--- config.mk ---
export PLATFORM = sky130hd
export DESIGN_NAME = i2c_master_transaction_engine_top
export DESIGN_NICKNAME = d
export VERILOG_FILES = /design/src/rtl/i2cm_pkg.sv /design/src/rtl/i2cm_fifo.sv /design/src/rtl/i2cm_front.sv /design/src/rtl/i2cm_engine.sv /design/src/rtl/i2c_master_transaction_engine_top.sv
export VERILOG_INCLUDE_DIRS = /design/src /design/src/rtl
export SDC_FILE = /design/constraint.sdc
export NUM_CORES = 1
export LEC_CHECK = 0
export ABC_AREA = 1
export BUFFER_PORTS_ARGS = -buffer_cell sky130_fd_sc_hd__buf_2
export CAP_MARGIN = 15
export CORE_ASPECT_RATIO = 1.4
export CORE_MARGIN = 4
export CORE_UTILIZATION = 35
export DETAILED_ROUTE_END_ITERATION = 10
export HOLD_SLACK_MARGIN = 0.03
export SYNTH_ARGS = -nofsm -noshare
export SYNTH_HDL_FRONTEND = slang
export SYNTH_HIERARCHICAL = 1
export SYNTH_SLANG_ARGS = --single-unit
--- constraint.sdc ---
create_clock -name clk -period 2.7 [get_ports clk]
set_clock_uncertainty 0.15 [all_clocks]
set_input_delay 0.54 -clock clk [delete_from_list [all_inputs] [get_ports clk]]
set_output_delay 0.54 -clock clk [all_outputs]
set_load 0.01 [all_outputs]
--- src/rtl/assert_macros.svh ---
// Assertion macros used by the top level of the I2C master engine.
// Depends on nothing; each macro takes the clock and the active-low reset.
`ifndef ASSERT_MACROS_SVH
`define ASSERT_MACROS_SVH

// Same-cycle implication, disabled while reset is low
`define ASSERT_IMPLY(label, clk, rst_n, ante, cons, msg) \
    label: assert property (@(posedge clk) disable iff (!rst_n) (ante) |-> (cons)) \
        else $error(msg);

// Next-cycle implication, disabled while reset is low
`define ASSERT_NEXT(label, clk, rst_n, ante, cons, msg) \
    label: assert property (@(posedge clk) disable iff (!rst_n) (ante) |=> (cons)) \
        else $error(msg);

`endif

--- src/rtl/i2cm_pkg.sv ---
// Shared types and constants of the I2C master transaction engine.
// Used by the front end, the bus engine and the top level.
package i2cm_pkg;

    localparam int DATA_BITS = 8;
    localparam int BIT_CNT_W = 4;
    localparam int TICK_W    = 3;

    // Raw request codes as they arrive on req_type
    localparam logic [1:0] REQ_TICK   = 2'd0;
    localparam logic [1:0] REQ_START  = 2'd1;
    localparam logic [1:0] REQ_SUPPLY = 2'd2;

    // Classified request kinds
    typedef enum logic [1:0] {
        CMD_TICK,
        CMD_START,
        CMD_SUPPLY,
        CMD_NONE
    } cmd_kind_t;

    // Bus phases
    typedef enum logic [3:0] {
        PH_IDLE,
        PH_START,
        PH_WBIT,
        PH_WTAIL,
        PH_TACK,
        PH_NEED,
        PH_WAIT,
        PH_RBIT,
        PH_ACK,
        PH_NACK,
        PH_STOP,
        PH_STOPERR
    } phase_t;

    // Classified request handed from front end to engine
    typedef struct packed {
        cmd_kind_t              kind;
        logic                   read_not_write;
        logic [DATA_BITS-1:0]   start_shift;
        logic [7:0]             start_count;
        logic [DATA_BITS-1:0]   write_byte;
        logic                   sda_level;
        logic                   scl_level;
    } cmd_t;

    // One result item
    typedef struct packed {
        logic                   scl_release;
        logic                   sda_release;
        logic                   busy_res;
        logic                   need_byte;
        logic [DATA_BITS-1:0]   read_byte;
        logic                   read_valid;
        logic                   read_last;
        logic                   done_res;
        logic                   nack_error;
    } res_t;

endpackage

--- src/rtl/i2cm_fifo.sv ---
// Small first-in first-out queue of WIDTH-bit entries.
// Self-contained; used for the request queue and the result queue.
module i2cm_fifo #(
    parameter int WIDTH = 8,
    parameter int DEPTH = 2
) (
    input  logic             clk,
    input  logic             rst_n,
    input  logic             push,
    input  logic [WIDTH-1:0] push_data,
    output logic             full,
    input  logic             pop,
    output logic [WIDTH-1:0] pop_data,
    output logic             empty
);

    localparam int IDX_W = (DEPTH > 1) ? $clog2(DEPTH) : 1;
    localparam int CNT_W = $clog2(DEPTH + 1);

    logic [WIDTH-1:0] mem [DEPTH];
    logic [IDX_W-1:0] wr_ptr_reg, wr_ptr_next;
    logic [IDX_W-1:0] rd_ptr_reg, rd_ptr_next;
    logic [CNT_W-1:0] count_reg, count_next;
    logic             do_push;
    logic             do_pop;

    assign full     = (count_reg == CNT_W'(DEPTH));
    assign empty    = (count_reg == '0);
    assign do_push  = push && !full;
    assign do_pop   = pop && !empty;
    assign pop_data = mem[rd_ptr_reg];

    // Pointer and fill-level update
    always_comb
    begin
        wr_ptr_next = wr_ptr_reg;
        rd_ptr_next = rd_ptr_reg;
        count_next  = count_reg;
        if (do_push)
        begin
            wr_ptr_next = (wr_ptr_reg == IDX_W'(DEPTH - 1)) ? '0 : wr_ptr_reg + 1'b1;
        end
        if (do_pop)
        begin
            rd_ptr_next = (rd_ptr_reg == IDX_W'(DEPTH - 1)) ? '0 : rd_ptr_reg + 1'b1;
        end
        if (do_push && !do_pop)
        begin
            count_next = count_reg + 1'b1;
        end
        else if (!do_push && do_pop)
        begin
            count_next = count_reg - 1'b1;
        end
    end

    always_ff @(posedge clk or negedge rst_n)
    begin
        if (!rst_n)
        begin
            wr_ptr_reg <= '0;
            rd_ptr_reg <= '0;
            count_reg  <= '0;
        end
        else
        begin
            wr_ptr_reg <= wr_ptr_next;
            rd_ptr_reg <= rd_ptr_next;
            count_reg  <= count_next;
        end
    end

    // Storage, no reset
    always_ff @(posedge clk)
    begin
        if (do_push)
        begin
            mem[wr_ptr_reg] <= push_data;
        end
    end

endmodule

--- src/rtl/i2cm_front.sv ---
// Front end: decodes each request, precomputes start fields, queues it.
// Depends on i2cm_pkg and i2cm_fifo.
module i2cm_front #(
    parameter int DEPTH = 2
) (
    input  logic         clk,
    input  logic         rst_n,
    input  logic         push,
    output logic         full,
    input  logic [1:0]   req_type,
    input  logic         read_not_write,
    input  logic [6:0]   device_address,
    input  logic [7:0]   byte_count,
    input  logic [7:0]   write_byte,
    input  logic         sda_level,
    input  logic         scl_level,
    output logic         cmd_valid,
    input  logic         cmd_pop,
    output i2cm_pkg::cmd_t cmd
);

    import i2cm_pkg::*;

    cmd_t cmd_in;
    logic cmd_empty;

    // Classify the request; a read of zero bytes runs as one byte
    always_comb
    begin
        case (req_type)
            REQ_TICK:   cmd_in.kind = CMD_TICK;
            REQ_START:  cmd_in.kind = CMD_START;
            REQ_SUPPLY: cmd_in.kind = CMD_SUPPLY;
            default:    cmd_in.kind = CMD_NONE;
        endcase
        cmd_in.read_not_write = read_not_write;
        cmd_in.start_shift    = {device_address, read_not_write};
        cmd_in.start_count    = (read_not_write && byte_count == 8'd0) ? 8'd1 : byte_count;
        cmd_in.write_byte     = write_byte;
        cmd_in.sda_level      = sda_level;
        cmd_in.scl_level      = scl_level;
    end

    i2cm_fifo #(
        .WIDTH ($bits(cmd_t)),
        .DEPTH (DEPTH)
    ) u_cmd_fifo (
        .clk       (clk),
        .rst_n     (rst_n),
        .push      (push),
        .push_data (cmd_in),
        .full      (full),
        .pop       (cmd_pop),
        .pop_data  (cmd),
        .empty     (cmd_empty)
    );

    assign cmd_valid = !cmd_empty;

endmodule

--- src/rtl/i2cm_engine.sv ---
// Back end: the bus phase machine; one queued request per step, one result each.
// Depends on i2cm_pkg.
module i2cm_engine (
    input  logic           clk,
    input  logic           rst_n,
    input  logic           cmd_valid,
    input  i2cm_pkg::cmd_t cmd,
    output logic           cmd_pop,
    output logic           res_push,
    output i2cm_pkg::res_t res,
    input  logic           res_full
);

    import i2cm_pkg::*;

    phase_t               phase_reg, phase_next;
    logic [TICK_W-1:0]    tick_reg, tick_next;
    logic [BIT_CNT_W-1:0] bit_reg, bit_next;
    logic [DATA_BITS-1:0] shift_reg, shift_next;
    logic [7:0]           bytes_reg, bytes_next;
    logic                 is_read_reg, is_read_next;
    logic                 scl_reg, scl_next;
    logic                 sda_reg, sda_next;

    logic                 step;
    logic [TICK_W-1:0]    t;
    logic [BIT_CNT_W-1:0] bc;
    logic [DATA_BITS-1:0] sh;
    logic [DATA_BITS-1:0] rb;
    logic                 rv, rl, done, err;

    assign step     = cmd_valid && !res_full;
    assign cmd_pop  = step;
    assign res_push = step;

    // Next state of the bus machine and the result of this step
    always_comb
    begin
        phase_next   = phase_reg;
        tick_next    = tick_reg;
        bit_next     = bit_reg;
        shift_next   = shift_reg;
        bytes_next   = bytes_reg;
        is_read_next = is_read_reg;
        scl_next     = scl_reg;
        sda_next     = sda_reg;
        rb           = '0;
        rv           = 1'b0;
        rl           = 1'b0;
        done         = 1'b0;
        err          = 1'b0;
        t            = tick_reg + 1'b1;
        bc           = bit_reg + 1'b1;
        sh           = shift_reg << 1;

        case (cmd.kind)
            CMD_START:
            begin
                if (phase_reg == PH_IDLE)
                begin
                    is_read_next = cmd.read_not_write;
                    shift_next   = cmd.start_shift;
                    bytes_next   = cmd.start_count;
                    bit_next     = '0;
                    scl_next     = 1'b1;
                    sda_next     = 1'b1;
                    phase_next   = PH_START;
                    tick_next    = '0;
                end
            end
            CMD_SUPPLY:
            begin
                if (phase_reg == PH_NEED)
                begin
                    shift_next = cmd.write_byte;
                    bytes_next = bytes_reg - 8'd1;
                    bit_next   = '0;
                    sda_next   = cmd.write_byte[DATA_BITS-1];
                    phase_next = PH_WBIT;
                    tick_next  = '0;
                end
            end
            CMD_TICK:
            begin
                tick_next = t;
                case (phase_reg)
                    PH_START:
                    begin
                        if (t == 3'd1)      scl_next = 1'b1;
                        else if (t == 3'd2) sda_next = 1'b0;
                        else if (t == 3'd3) scl_next = 1'b0;
                        else
                        begin
                            bit_next   = '0;
                            sda_next   = shift_reg[DATA_BITS-1];
                            phase_next = PH_WBIT;
                            tick_next  = '0;
                        end
                    end
                    PH_WBIT:
                    begin
                        if (t == 3'd2)      scl_next = 1'b1;
                        else if (t == 3'd3) scl_next = 1'b0;
                        else if (t >= 3'd5)
                        begin
                            shift_next = sh;
                            bit_next   = bc;
                            tick_next  = '0;
                            if (bc >= BIT_CNT_W'(DATA_BITS))
                            begin
                                sda_next   = 1'b1;
                                phase_next = PH_WTAIL;
                            end
                            else
                            begin
                                sda_next = sh[DATA_BITS-1];
                            end
                        end
                    end
                    PH_WTAIL:
                    begin
                        phase_next = PH_TACK;
                        tick_next  = '0;
                    end
                    PH_TACK:
                    begin
                        if (t == 3'd1)      scl_next = 1'b1;
                        else if (t == 3'd2) shift_next = {{(DATA_BITS-1){1'b0}}, cmd.sda_level};
                        else if (t == 3'd3) scl_next = 1'b0;
                        else
                        begin
                            tick_next = '0;
                            if (shift_reg[0])
                            begin
                                scl_next   = 1'b0;
                                phase_next = PH_STOPERR;
                            end
                            else if (is_read_reg)
                            begin
                                scl_next   = 1'b1;
                                sda_next   = 1'b1;
                                phase_next = PH_WAIT;
                            end
                            else if (bytes_reg == 8'd0)
                            begin
                                scl_next   = 1'b0;
                                phase_next = PH_STOP;
                            end
                            else
                            begin
                                phase_next = PH_NEED;
                            end
                        end
                    end
                    PH_WAIT:
                    begin
                        tick_next = '0;
                        if (cmd.scl_level)
                        begin
                            bit_next   = '0;
                            shift_next = '0;
                            scl_next   = 1'b1;
                            sda_next   = 1'b1;
                            phase_next = PH_RBIT;
                        end
                    end
                    PH_RBIT:
                    begin
                        if (t == 3'd2)      shift_next = {shift_reg[DATA_BITS-2:0], cmd.sda_level};
                        else if (t == 3'd4) scl_next = 1'b0;
                        else if (t >= 3'd6)
                        begin
                            bit_next  = bc;
                            tick_next = '0;
                            if (bc >= BIT_CNT_W'(DATA_BITS))
                            begin
                                rb = shift_reg;
                                rv = 1'b1;
                                rl = (bytes_reg <= 8'd1);
                                if (bytes_reg <= 8'd1)
                                begin
                                    bytes_next = '0;
                                    sda_next   = 1'b1;
                                    phase_next = PH_NACK;
                                end
                                else
                                begin
                                    bytes_next = bytes_reg - 8'd1;
                                    sda_next   = 1'b0;
                                    phase_next = PH_ACK;
                                end
                            end
                            else
                            begin
                                scl_next = 1'b1;
                            end
                        end
                    end
                    PH_ACK:
                    begin
                        if (t == 3'd1)      scl_next = 1'b1;
                        else if (t == 3'd2) scl_next = 1'b0;
                        else
                        begin
                            bit_next   = '0;
                            shift_next = '0;
                            scl_next   = 1'b1;
                            sda_next   = 1'b1;
                            phase_next = PH_RBIT;
                            tick_next  = '0;
                        end
                    end
                    PH_NACK:
                    begin
                        if (t == 3'd1)      scl_next = 1'b1;
                        else if (t == 3'd2) scl_next = 1'b0;
                        else
                        begin
                            scl_next   = 1'b0;
                            phase_next = PH_STOP;
                            tick_next  = '0;
                        end
                    end
                    PH_STOP, PH_STOPERR:
                    begin
                        if (t == 3'd1)      sda_next = 1'b0;
                        else if (t == 3'd2) scl_next = 1'b1;
                        else if (t == 3'd3) sda_next = 1'b1;
                        else
                        begin
                            done       = 1'b1;
                            err        = (phase_reg == PH_STOPERR);
                            phase_next = PH_IDLE;
                            tick_next  = '0;
                        end
                    end
                    default:
                    begin
                        // idle or waiting for a byte: time does not accumulate
                        tick_next = '0;
                    end
                endcase
            end
            default:
            begin
                // unknown request: report the current drives only
            end
        endcase

        res.scl_release = scl_next;
        res.sda_release = sda_next;
        res.busy_res    = (phase_next != PH_IDLE);
        res.need_byte   = (phase_next == PH_NEED);
        res.read_byte   = rb;
        res.read_valid  = rv;
        res.read_last   = rl;
        res.done_res    = done;
        res.nack_error  = err;
    end

    // Bus machine state, updated once per executed request
    always_ff @(posedge clk or negedge rst_n)
    begin
        if (!rst_n)
        begin
            phase_reg   <= PH_IDLE;
            tick_reg    <= '0;
            bit_reg     <= '0;
            shift_reg   <= '0;
            bytes_reg   <= '0;
            is_read_reg <= 1'b0;
            scl_reg     <= 1'b1;
            sda_reg     <= 1'b1;
        end
        else if (step)
        begin
            phase_reg   <= phase_next;
            tick_reg    <= tick_next;
            bit_reg     <= bit_next;
            shift_reg   <= shift_next;
            bytes_reg   <= bytes_next;
            is_read_reg <= is_read_next;
            scl_reg     <= scl_next;
            sda_reg     <= sda_next;
        end
    end

endmodule

--- src/rtl/i2c_master_transaction_engine_top.sv ---
// Top level of the I2C master transaction engine: front end, bus engine, result queue.
// Depends on i2cm_pkg, i2cm_fifo, i2cm_front, i2cm_engine and assert_macros.svh.
//
//   channel   | handshake        | fields
//   ----------+------------------+-----------------------------------------------
//   request   | push / full      | req_type read_not_write device_address
//             |                  | byte_count write_byte sda_level scl_level
//   result    | empty / pop      | scl_release sda_release busy_res need_byte
//             |                  | read_byte read_valid read_last done_res nack_error
//
// One request per clock sustained while results are popped as they arrive; each request yields exactly one result.
// A request's result reaches the result ports through both queues: the request queue holds it
// until the engine executes it, and the engine writes its result into the result queue.
// The engine steps only when the request queue holds an entry and the result queue
// has room, so a stalled pop fills the result queue before it backs up the requests.
// Reset (rst_n low, asynchronous) idles the bus with SCL and SDA released; queues empty.
`include "assert_macros.svh"

module i2c_master_transaction_engine_top #(
    parameter int FIFO_DEPTH = 2
) (
    input  logic       clk,
    input  logic       rst_n,
    input  logic       push,
    output logic       full,
    input  logic [1:0] req_type,
    input  logic       read_not_write,
    input  logic [6:0] device_address,
    input  logic [7:0] byte_count,
    input  logic [7:0] write_byte,
    input  logic       sda_level,
    input  logic       scl_level,
    output logic       empty,
    input  logic       pop,
    output logic       scl_release,
    output logic       sda_release,
    output logic       busy_res,
    output logic       need_byte,
    output logic [7:0] read_byte,
    output logic       read_valid,
    output logic       read_last,
    output logic       done_res,
    output logic       nack_error
);

    import i2cm_pkg::*;

    cmd_t cmd;
    logic cmd_valid;
    logic cmd_pop;
    res_t eng_res;
    logic res_push;
    logic res_full;
    res_t out_res;

    // Request decode and queue
    i2cm_front #(
        .DEPTH (FIFO_DEPTH)
    ) u_front (
        .clk            (clk),
        .rst_n          (rst_n),
        .push           (push),
        .full           (full),
        .req_type       (req_type),
        .read_not_write (read_not_write),
        .device_address (device_address),
        .byte_count     (byte_count),
        .write_byte     (write_byte),
        .sda_level      (sda_level),
        .scl_level      (scl_level),
        .cmd_valid      (cmd_valid),
        .cmd_pop        (cmd_pop),
        .cmd            (cmd)
    );

    // Bus phase machine
    i2cm_engine u_engine (
        .clk       (clk),
        .rst_n     (rst_n),
        .cmd_valid (cmd_valid),
        .cmd       (cmd),
        .cmd_pop   (cmd_pop),
        .res_push  (res_push),
        .res       (eng_res),
        .res_full  (res_full)
    );

    // Result queue
    i2cm_fifo #(
        .WIDTH ($bits(res_t)),
        .DEPTH (FIFO_DEPTH)
    ) u_res_fifo (
        .clk       (clk),
        .rst_n     (rst_n),
        .push      (res_push),
        .push_data (eng_res),
        .full      (res_full),
        .pop       (pop),
        .pop_data  (out_res),
        .empty     (empty)
    );

    assign scl_release = out_res.scl_release;
    assign sda_release = out_res.sda_release;
    assign busy_res    = out_res.busy_res;
    assign need_byte   = out_res.need_byte;
    assign read_byte   = out_res.read_byte;
    assign read_valid  = out_res.read_valid;
    assign read_last   = out_res.read_last;
    assign done_res    = out_res.done_res;
    assign nack_error  = out_res.nack_error;

    // Checks on the engine's results and the request path
    `ASSERT_IMPLY(a_err_with_done, clk, rst_n,
        res_push && eng_res.nack_error, eng_res.done_res,
        "nack_error without done_res")
    `ASSERT_IMPLY(a_done_bus_free, clk, rst_n,
        res_push && eng_res.done_res,
        !eng_res.busy_res && eng_res.scl_release && eng_res.sda_release,
        "STOP finished with bus not released")
    `ASSERT_IMPLY(a_read_in_txn, clk, rst_n,
        res_push && eng_res.read_valid, eng_res.busy_res && !eng_res.need_byte,
        "received byte outside a read")
    `ASSERT_NEXT(a_req_queued, clk, rst_n,
        push && !full, cmd_valid,
        "accepted request missing from queue")

endmodule
==> impl_metrics.ini <==
[synthesis]
postSynthRegisterBits = 128
synth_area_um2 = 6990
synth.yosys.seq_area_share = 0.523
yosys_most_used_dff = edfxtp_1
syn_inst = 826
ys.warnings.count = 6
post_synth.cell_area_avg_um2 = 8.46
yosysTopAreaCellShare = 0.387
synth_enable_flop_cells = 90
synthDistinctLibCells = 42
async_reset_ff_frac = 0.297
synthTopCellsByArea = edfxtp_1, nand2_1, dfrtp_1
synth.largest_area_cell = edfxtp_1
synthesis.nets = 873

[worst_hold_path]
hold_path_class = input port to register
worstHoldPathCells = 1
hold_path.startpoint = device_address[0]

[critical_path]
critical_path.endpoint_type = register
critical_path.most_common_cell = nand4_1
critPathSlowestCell = dfrtp_1
cp_data_required_time_ns = 2.70
critPathLaunchType = register
timing.critical_path.from = u_engine/tick_reg[1]$_DFFE_PN0P_
cp_data_arrival_time_ns = 2.52
crit_fanout = 8
crit_path_max_incr_delay_ns = 0.41
path_delay_family = simple AND/OR/NAND/NOR gates
regToRegStartpoint = u_engine/tick_reg[1]$_DFFE_PN0P_
timing.critical_path.buf_inv = 0
worst-setup-path-type = register to register
critical_path_cell_count = 10
cp_cell_sequence = ha_1 -> ha_4 -> nand2_2 -> nand3_2 -> nand2_1 -> nand4_1 -> nor2_1 -> nand4_1 -> a21boi_0 -> nand3_1
reg2regPathDepth = 10

[finish]
layoutNonFillerInstCount = 1142
layout-area-overhead-vs-synth_pct = 15.5
reg.largest.list = u_front/u_cmd_fifo/mem: 58 flops, u_res_fifo/mem: 32 flops
regMostFlops = u_front/u_cmd_fifo/mem
utilization = 0.415
flip_flop_count_of_the_largest_register_after_layout = 58
design.final.nets = 928
post-route-cell-area_um2 = 8070
antenna-diode-count = 0
layout-drive-gt1-share = 0.176

[pwr]
cellInternalPower_mw = 5.49
power_frac_clock = 0.214
power_density_nw_per_um2 = 1200
switching_power_mw = 4.16
seq_power_share = 0.332
power.share.combinational = 0.454
maximum_ir_drop_on_the_vdd_rail_mv = 0.749
total_leakage_power_nw = 3.65
netSwitchingFraction = 0.431

[clocking]
cts_htree_levels = 4
clk_pin_slew_worst_paths_ns = 0.06
clock_sink_count = 128
cts.path.max_buffers = 2
clock_tree_from_tritoncts = built
postCtsSetupBuffers = 0
inserted_clock_buffers = 17
worstSkewPairLatency_ns = 0.43
cts_root_buffer = clkbuf_16

[sta]
worst_slew_margin_rel = 0.563
finalSetupViolCount = 0
fin_tns_setup_ns = 0
count_of_endpoints_failing_hold_in_the_final_timing_report = 0
timing_worst_slew_pin_value_ns = 0.655
final.period_utilization = 0.933
timing_limited_maximum_frequency_mhz = 397
finalCriticalPeriod_ns = 2.52
timing.final.max_slew_violations = 0

[grt]
grt_start_max_net_pins = 30
grt_pass1_wl_um = 27200
gr-total-overflow = 0
first_global_vias = 5425
grt_usage = 0.154
number_of_antenna_violations_at_the_first_check_in_global_routing = 0

[status]
status = finished, final reports clean

[floorplanning]
floorplan.die_area_um2 = 22300
initial_util = 0.359
dieWidth_um = 127
rows = 60
io_pins = 50
coreArea_um2 = 19400
die_y_um = 175

[placement]
dp.cells = 1109
gp_routability_congestion = 0.951
port_buffers = 49
dpl-instance-area_um2 = 7510
post-dp-hpwl_um = 12000

[drt]
detail-route-antenna-nets = 0
drt_iter0_drc = 316
via_per_inst = 4.77
drc_errors = 0
dr_total_vias = 5450
wire_per_inst_um = 14.3
routed_wl_um = 16300
drtPass1Iterations = 5

[run]
cap_viol_max_count = 0
## cells in the final DEF, fill, tap and decap left out, types with 3 or more instances in the layout
cell type and count:
inv_2 8, nor2_2 10, nand2_1 327, nand3_1 33, clkinvlp_4 5, o21ai_0 35
ha_1 14, nand2_2 6, xnor2_1 4, clkbuf_16 17, nor3_2 3, inv_4 3
dfrtp_1 36, inv_1 68, buf_2 49, inv_6 3, o21ai_2 4, nor3_1 10
nand4_1 6, a21oi_1 15, clkinv_2 3, buf_4 21, nor2_1 61, a22oi_1 3
o21ai_1 11, xor2_1 5, edfxtp_1 90, nor2_4 7, o211ai_1 9
## cells in the mapped netlist, types with 6 or more instances
master / count
nand2_1: 328
edfxtp_1: 90
inv_1: 68
nor2_1: 62
dfrtp_1: 36
o21ai_0: 35
nand3_1: 33
a21oi_1: 15
ha_1: 15
clkbuf_1: 13
buf_4: 11
o21ai_1: 11
nor3_1: 10
buf_2: 9
nor2_2: 9
o211ai_1: 9
inv_2: 8
nor2_4: 7
nand4_1: 6
## logic make-up after synthesis
family / after synthesis / share of synthesized area
flip-flops: 128 / 0.523
XOR/XNOR: 9 / 0.0113
AND/OR/NAND/NOR: 475 / 0.295
adder cells (fa/ha/maj): 15 / 0.0269
buffers and inverters: 116 / 0.0749
AO/OA/AOI/OAI: 83 / 0.0691
## power by group through the flow
stage | registers (mW) | clock network, mW | logic (mW)
finish | 3.20 | 2.07 | 4.38
detailed placement | 3.24 | 0 | 4.40
floorplan | 3.11 | 0 | 3.23
CTS | 3.20 | 2.12 | 4.43
global placement | 3.23 | 0 | 4.40
global route | 3.26 | 2.21 | 5.01
## metrics by stage
stage,power (mW),setup slack [ns],hold WS [ns]
detailed placement,7.64,0.0649,0.316
CTS,9.75,0.0568,0.134
global placement,7.62,0.117,0.312
floorplan,6.34,0.221,0.0944
global route,10.5,-0.0406,0.127
finish,9.65,0.180,0.149
## what timing repair did
item,4_1_cts,5_1_grt
setup endpoints to repair,0,20
hold endpoints to repair,24,0
gates resized for setup,0,3
hold buffers,1,0
## worst paths after layout
| check | endpoint | slack (ns) |
|---|---|---|
| min in group asynchronous | u_engine/tick_reg[2]$_DFFE_PN0P_ | 0.53 |
| max in group asynchronous | u_engine/scl_reg$_DFFE_PN1P_ | 1.21 |
| worst max-delay path | u_res_fifo/mem[1][13]$_DFFE_PP_ | 0.18 |
| worst min register to register | u_front/u_cmd_fifo/wr_ptr_reg$_DFFE_PN0P_ | 0.33 |
| worst max register to register | u_res_fifo/mem[1][13]$_DFFE_PP_ | 0.18 |
| worst min-delay path | u_front/u_cmd_fifo/mem[0][19]$_DFFE_PP_ | 0.15 |
## cell type report
cell class,count,area [µm²]
Fill cell,1914,11400
Inverter,80,313
Sequential cell,128,3660
Timing Repair Buffer,72,433
Multi-Input combinational cell,582,2830
Clock buffer,17,425
Clock inverter,15,109
Tap cell,248,310
## routing by layer
metal  share of wire  global-route usage
met5               0                   0
met3           0.050              0.0343
met4           0.031              0.0787
met2            0.51               0.263
met1            0.40               0.179
## worst reg2reg max path: stages, from the launching register on
cell      delay [ns]
dfrtp_1         0.41
ha_1            0.23
ha_4            0.27
nand2_2         0.18
nand3_2         0.20
nand2_1         0.16
nand4_1         0.11
nor2_1          0.10
nand4_1         0.13
a21boi_0        0.20
nand3_1         0.13
No activity file was read; power rests on OpenSTA's default activity.
